File: config.mk
export PLATFORM = sky130hd
export DESIGN_NAME = mtd_ctrl
export DESIGN_NICKNAME = d
export VERILOG_FILES = /design/src/rtl/core/mtd_pkg.sv /design/src/rtl/core/mtd_ctrl.sv
export SDC_FILE = /design/constraint.sdc
export NUM_CORES = 1
export LEC_CHECK = 0
export BUFFER_PORTS_ARGS = -buffer_cell sky130_fd_sc_hd__clkbuf_2
export CAP_MARGIN = 20
export CORE_AREA = 4 4 41 43
export DETAILED_ROUTE_END_ITERATION = 10
export DIE_AREA = 0 0 45 47
export GPL_ROUTABILITY_DRIVEN = 0
export GPL_TIMING_DRIVEN = 1
export PLACE_DENSITY = 0.62
export SKIP_LAST_GASP = 1
export SLEW_MARGIN = 20
export SYNTH_ARGS = -nofsm -noshare
export SYNTH_HDL_FRONTEND = slang
export SYNTH_SLANG_ARGS = --single-unit
File: constraint.sdc
create_clock -name clk -period 1.9 [get_ports clk]
set_clock_uncertainty 0.1 [all_clocks]
set_input_delay 0.19 -clock clk [delete_from_list [all_inputs] [get_ports clk]]
set_output_delay 0.19 -clock clk [all_outputs]
set_load 0.01 [all_outputs]
File: src/rtl/core/mtd_pkg.sv
// Shared types, codes and defaults for the multiprocessor task dispatcher.
`timescale 1ns / 1ps
`default_nettype none

package mtd_pkg;

  localparam int NUM_PROCS_DEF      = 4;
  localparam int QUEUE_DEPTH_DEF    = 128;
  localparam int MAX_TASK_SLOTS_DEF = 128;
  localparam int ID_BITS_DEF        = 16;

  localparam int OP_W       = 2;
  localparam int STATUS_W   = 3;
  localparam int SLICE_W    = 8;
  localparam int OUT_ID_W   = 16;
  localparam int OUT_PROC_W = 2;

  localparam logic [SLICE_W-1:0] SLICE_RESET = 8'd10;

  localparam logic [OP_W-1:0] OP_SUBMIT = 2'd0;
  localparam logic [OP_W-1:0] OP_GRANT  = 2'd1;
  localparam logic [OP_W-1:0] OP_REPORT = 2'd2;

  localparam logic [STATUS_W-1:0] ST_OK_PROC    = 3'd0;
  localparam logic [STATUS_W-1:0] ST_OK_WAIT    = 3'd1;
  localparam logic [STATUS_W-1:0] ST_TABLE_FULL = 3'd2;
  localparam logic [STATUS_W-1:0] ST_IDS_OUT    = 3'd3;
  localparam logic [STATUS_W-1:0] ST_QUEUE_FULL = 3'd4;
  localparam logic [STATUS_W-1:0] ST_NONE_READY = 3'd5;
  localparam logic [STATUS_W-1:0] ST_NO_SLICE   = 3'd6;

  typedef enum logic [2:0] {
    S_IDLE,
    S_DECIDE,
    S_RD_READY,
    S_RD_WAIT,
    S_DONE
  } state_t;

  typedef enum logic [3:0] {
    DP_NOP,
    DP_LOAD,
    DP_SUBMIT,
    DP_GRANT_REPEAT,
    DP_GRANT_NONE,
    DP_GRANT_POP,
    DP_GRANT_TAKE,
    DP_REPORT_NONE,
    DP_REQUEUE,
    DP_RETIRE,
    DP_RETIRE_POP,
    DP_DISPATCH,
    DP_OUT
  } dp_cmd_t;

  typedef struct packed {
    logic [OP_W-1:0] op;
    logic            fin;
    logic            fl_valid;
    logic            ready_empty;
    logic            ready_full;
    logic            waiting_empty;
    logic            out_valid;
  } dp_stat_t;

endpackage

`default_nettype wire

File: src/rtl/core/mtd_ctrl.sv
// Sequencing state machine of the task dispatcher.
`timescale 1ns / 1ps
`default_nettype none

module mtd_ctrl
  import mtd_pkg::*;
(
  input  wire logic     clk,
  input  wire logic     rst,
  input  wire logic     in_valid,
  output logic          in_ready,
  input  wire logic     out_ready,
  input  wire dp_stat_t stat,
  output dp_cmd_t       cmd
);

  state_t state, state_next;

  always_ff @(posedge clk) begin
    if (rst) begin
      state <= S_IDLE;
    end else begin
      state <= state_next;
    end
  end

  always_comb begin
    state_next = state;
    cmd        = DP_NOP;
    in_ready   = 1'b0;
    case (state)
      S_IDLE: begin
        in_ready = 1'b1;
        if (in_valid) begin
          cmd        = DP_LOAD;
          state_next = S_DECIDE;
        end
      end
      S_DECIDE: begin
        state_next = S_DONE;
        case (stat.op)
          OP_SUBMIT: cmd = DP_SUBMIT;
          OP_GRANT: begin
            if (stat.fl_valid) begin
              cmd = DP_GRANT_REPEAT;
            end else if (stat.ready_empty) begin
              cmd = DP_GRANT_NONE;
            end else begin
              cmd        = DP_GRANT_POP;
              state_next = S_RD_READY;
            end
          end
          OP_REPORT: begin
            if (!stat.fl_valid) begin
              cmd = DP_REPORT_NONE;
            end else if (!stat.fin && !stat.ready_full) begin
              cmd = DP_REQUEUE;
            end else if (stat.waiting_empty) begin
              cmd = DP_RETIRE;
            end else begin
              cmd        = DP_RETIRE_POP;
              state_next = S_RD_WAIT;
            end
          end
          default: state_next = S_IDLE;
        endcase
      end
      S_RD_READY: begin
        cmd        = DP_GRANT_TAKE;
        state_next = S_DONE;
      end
      S_RD_WAIT: begin
        cmd        = DP_DISPATCH;
        state_next = S_DONE;
      end
      S_DONE: begin
        if (!stat.out_valid || out_ready) begin
          cmd        = DP_OUT;
          state_next = S_IDLE;
        end
      end
      default: state_next = S_IDLE;
    endcase
  end

endmodule

`default_nettype wire

-- Yosys cells after proc, flatten, opt, wreduce, memory -nomap -nowiden
Cells that the tools add are included.
- muxes and demuxes: 19
- reduce and logical (&&, ||, !) cells: 9
- equality and inequality tests: 8
- operator list (cell ; count):
    two-way mux 3 bit ; 8
    one-hot mux 4 bit (5 select lines) ; 1
    one-hot mux 3 bit (4 select lines) ; 1
    one-hot mux 4 bit (3 select lines) ; 1
    one-hot mux 3 bit (3 select lines) ; 1
    two-way mux 4 bit ; 2
    equality test 3 x 2 -> 1 bit (second input constant) ; 2
    two-way mux 2 bit ; 2
    != test 2 bit (second input constant) ; 2
    equality test 3 x 1 -> 1 bit (second input constant) ; 1
    equality test 3 bit (second input constant) ; 1
    logical NOT 1 bit ; 3
    logical NOT 3 bit ; 1
    two-way mux 1 bit ; 3
    equality test 2 x 1 -> 1 bit (second input constant) ; 1
    equality test 2 bit (second input constant) ; 1
    logical NOT 2 bit ; 1
    AND reduction 2 bit ; 1
    OR reduction 2 bit ; 1
    logical AND 1 bit ; 1
    logical OR 1 bit ; 1
- bits of input ports: 12
- register bits after elaboration: 3

-- Logic depth before layout (Yosys ltp)
- depth after elaboration: 6
- depth in mapped cells: 4

-- Least setup slack after synthesis
Ideal clock, no wire load.
- path kind: flip-flop to flip-flop
- from: reg state[1]
- to: reg state[0]
- path slack: 156 ps
- data arrival time: 1558 ps
- clock period less this slack: 1744 ps
- required time: 1714 ps
- library setup time: 86 ps
- cell stages (with the launch flop): 5
- path buffers: 1
- path through: dfxtp_1 -> buf_6 -> or3b_1 -> or4_4 -> a221oi_2
- cells in the longest elaborated chain, start to end: 3
- ends and longest elaborated chain (what ; line ; source):
    start, declared ; mtd_ctrl.sv:17 ; state_t state, state_next;
    start signal, assigned ; mtd_ctrl.sv:23 ; state <= state_next;
    equality test 3 x 2 -> 1 bit (tied with other cells) ; mtd_ctrl.sv:31 ; case (state)
    OR reduction 2 bit (no source line) or != test 2 bit (tied branches) ; n/a ;
    one-hot mux 3 bit (4 select lines) or AND reduction 2 bit (tied branches) ; n/a ;
Parallel ways exist; a longest one is shown, timed or not.
A chain may end at the register's enable or synchronous reset.

-- Worst setup path after layout
- from: reg state[1]
- to: out cmd[3]
- cells in the longest elaborated chain, start to end: 2
- ends and longest elaborated chain (what ; line ; source):
    equality test 3 bit (tied with other cells) ; mtd_ctrl.sv:31 ;
    one-hot mux 4 bit (5 select lines) (*) ; mtd_ctrl.sv:31 ;
    end, declared ; mtd_ctrl.sv:14 ; output dp_cmd_t cmd
Every way passes the cells marked *; elsewhere a longest branch is shown, timed or not.

==> impl_metrics.env <==
export IMPL_ys_warn_count=0
export IMPL_globalRouteTotalUtil_pct=11.44
export IMPL_final_common_cell="clkbuf_2"
export IMPL_ant_nets=0
export IMPL_grt_pass1_wl_um=1669
export IMPL_cts_tree="built"
export IMPL_synth_edf_count=0
export IMPL_ios=17
export IMPL_clk_pin_slew_ns=0.04
export IMPL_diodes=0
export IMPL_synth_seq_area_share_pct=17.84
export IMPL_final_max_slew_viol_count=0
export IMPL_total_leakage_power_nw=0.2147
export IMPL_start_util_pct=25.87
export IMPL_cp_data_arrival_time_ns=1.54
export IMPL_core_area_um2=1301
export IMPL_regToRegEndpoint="state[0]$_SDFFE_PP0P_"
export IMPL_largest_register_ffs=3
export IMPL_rr_worst_depth=4
export IMPL_routed_wl_um=966
export IMPL_cp_endpoint="cmd[3]"
export IMPL_cts_root_buf="clkbuf_4"
export IMPL_clkSinkCount=3
export IMPL_final_area_um2=480.5
export IMPL_rows=13
export IMPL_maxCapViolCount=0
export IMPL_crit_type="register to primary output"
export IMPL_ir_worst_vdd_v=0.0002150
export IMPL_crit_fanout=2
export IMPL_r2r_start="state[1]$_SDFFE_PP0P_"
export IMPL_final_core_util_pct=36.92
export IMPL_fin_crit_ns=1.826
export IMPL_drive_gt1_share_pct=41.79
export IMPL_nets=80
export IMPL_dieArea_um2=2115
export IMPL_io_buffers=16
export IMPL_clkLatencyLatePin_ns=0.25
export IMPL_drt_initial_drc_count=5
export IMPL_final_cell_mix="clkbuf_2 (15), a21oi_1 (5), nand2_1 (4), buf_4 (4)"
export IMPL_synth_nets=57
export IMPL_dr_pass1_iters=2
export IMPL_worst_pin_slew_ns=0.3193
export IMPL_instances_no_fill=82
export IMPL_powerDensity_nw_per_um2=561.7
export IMPL_largest_register="state"
export IMPL_grt_max_degree=10
export IMPL_first_global_vias=418
export IMPL_end_kind="primary output"
export IMPL_fmax_mhz=547.8
export IMPL_ys_async_sr_fraction_pct=0
export IMPL_hp_class="primary input to register"
export IMPL_ys_flop_type="dfxtp_1"
export IMPL_cts_path_max_buffers=2
export IMPL_syn_inst=45
export IMPL_rrSetupSlack_ns=0.10
export IMPL_h_tree_depth=1
export IMPL_routedWlPerCell_um=11.78
export IMPL_setup_viol=0
export IMPL_syn_area_per_cell_um2=7.479
export IMPL_cts_buffers=3
export IMPL_max_slew_margin_rel_pct=78.67
export IMPL_cts_hold_buf=0
export IMPL_place_inst=77
export IMPL_ys_ff_latch=3
export IMPL_syn_to_final_growth_pct=42.75
export IMPL_place_hpwl_um=742.2
export IMPL_period_share_pct=96.08
export IMPL_overflow=0
export IMPL_dieWidth_um=45
export IMPL_dieHeight_um=47
export IMPL_crit_start="state[1]$_SDFFE_PP0P_"
export IMPL_placed_cell_area_um2=439.2
export IMPL_start_kind="register"
export IMPL_yosysUniqueCellTypes=29
export IMPL_hold_violations=0
export IMPL_vias=408
export IMPL_route_detailed_drc=0
export IMPL_required_ns=1.61
export IMPL_vias_per_cell=4.976
export IMPL_rsz0062_at_grt="false"
export IMPL_antenna_found_initial=0
export IMPL_reg_top3="state (3)"
export IMPL_timing_setup_tns_ns=0
export IMPL_status="finished clean"
export IMPL_syn_area_um2=336.6
repair_timing:
action,CTS,global route
cloned,0,0
gates resized for setup,3,1
endpoints found under the setup margin,1,1
pin swaps,1,0
setup buffers,1,0
where the power goes:
part / total [mW] / switching, mW / internal (mW)
Clock: 0.120 / 0.0409 / 0.0792
Combinational: 0.0822 / 0.0420 / 0.0402
Sequential: 0.0675 / 0.00120 / 0.0663
how the worst min path moves through the flow:
stage | startpoint | end | slack, ns | cells past startpoint
2_1_floorplan | rst | state[0]$_SDFFE_PP0P_ | 0.16 | 1
3_3_place_gp | rst | state[0]$_SDFFE_PP0P_ | 0.32 | 2
3_5_place_dp | rst | state[0]$_SDFFE_PP0P_ | 0.32 | 2
4_1_cts | rst | state[0]$_SDFFE_PP0P_ | 0.04 | 2
5_1_grt | rst | state[0]$_SDFFE_PP0P_ | 0.05 | 2
6_report | rst | state[0]$_SDFFE_PP0P_ | 0.05 | 2
per-layer routing:
metal	vias up	wire length, um	GRT usage [%]	part of all wire [%]
met1	177	421	12.70	44
li1	212	-	-	-
met4	0	28	12.28	2.9
met2	16	452	18.08	47
met3	3	63	1.533	6.5
met5	-	0	0	0
critical path, stage by stage (launching register included):
cell and delay, ns:
dfxtp_1 0.30, or3b_4 0.39, or3_4 0.36, o211ai_1 0.08
buf_2 0.15
cells by family (layout without fill, tap and decap cells):
kind of cell / after synthesis / in the layout / share of synthesized area [%]
AND/OR/NAND/NOR: 18 / 18 / 33.46
AO/OA/AOI/OAI: 18 / 18 / 37.18
flip-flops: 3 / 3 / 17.84
buffers and inverters: 5 / 27 / 8.922
XOR/XNOR: 1 / 1 / 2.603
cell usage after synthesis, drive strengths merged (2+ instances only):
cell type	n	area, um^2
nor2b	2	12.51
a21oi	5	25.02
and2b	2	15.01
o21ai	3	15.01
dfxtp	3	60.06
inv	3	11.26
nand2	4	15.01
nor2	2	7.510
buf	2	18.77
layout make-up:
class,instances,area (um^2)
fillers,148,820.8
multi-input cells,37,252.7
repair buffers,20,110.1
flip-flops and latches,3,61.31
clock buffers,4,26.28
well taps,15,18.77
inverters,3,11.26
stage by stage:
step	hold slack, ns	setup WS [ns]	total power, mW
2_1_floorplan	0.1562	0.1561	0.1120
3_3_place_gp	0.3204	0.1904	0.1456
3_5_place_dp	0.3207	0.1679	0.1463
4_1_cts	0.04282	0.04983	0.2754
5_1_grt	0.05188	0.004870	0.2888
6_report	0.05185	0.07440	0.2699
No activity file was read; power rests on OpenSTA's default activity.
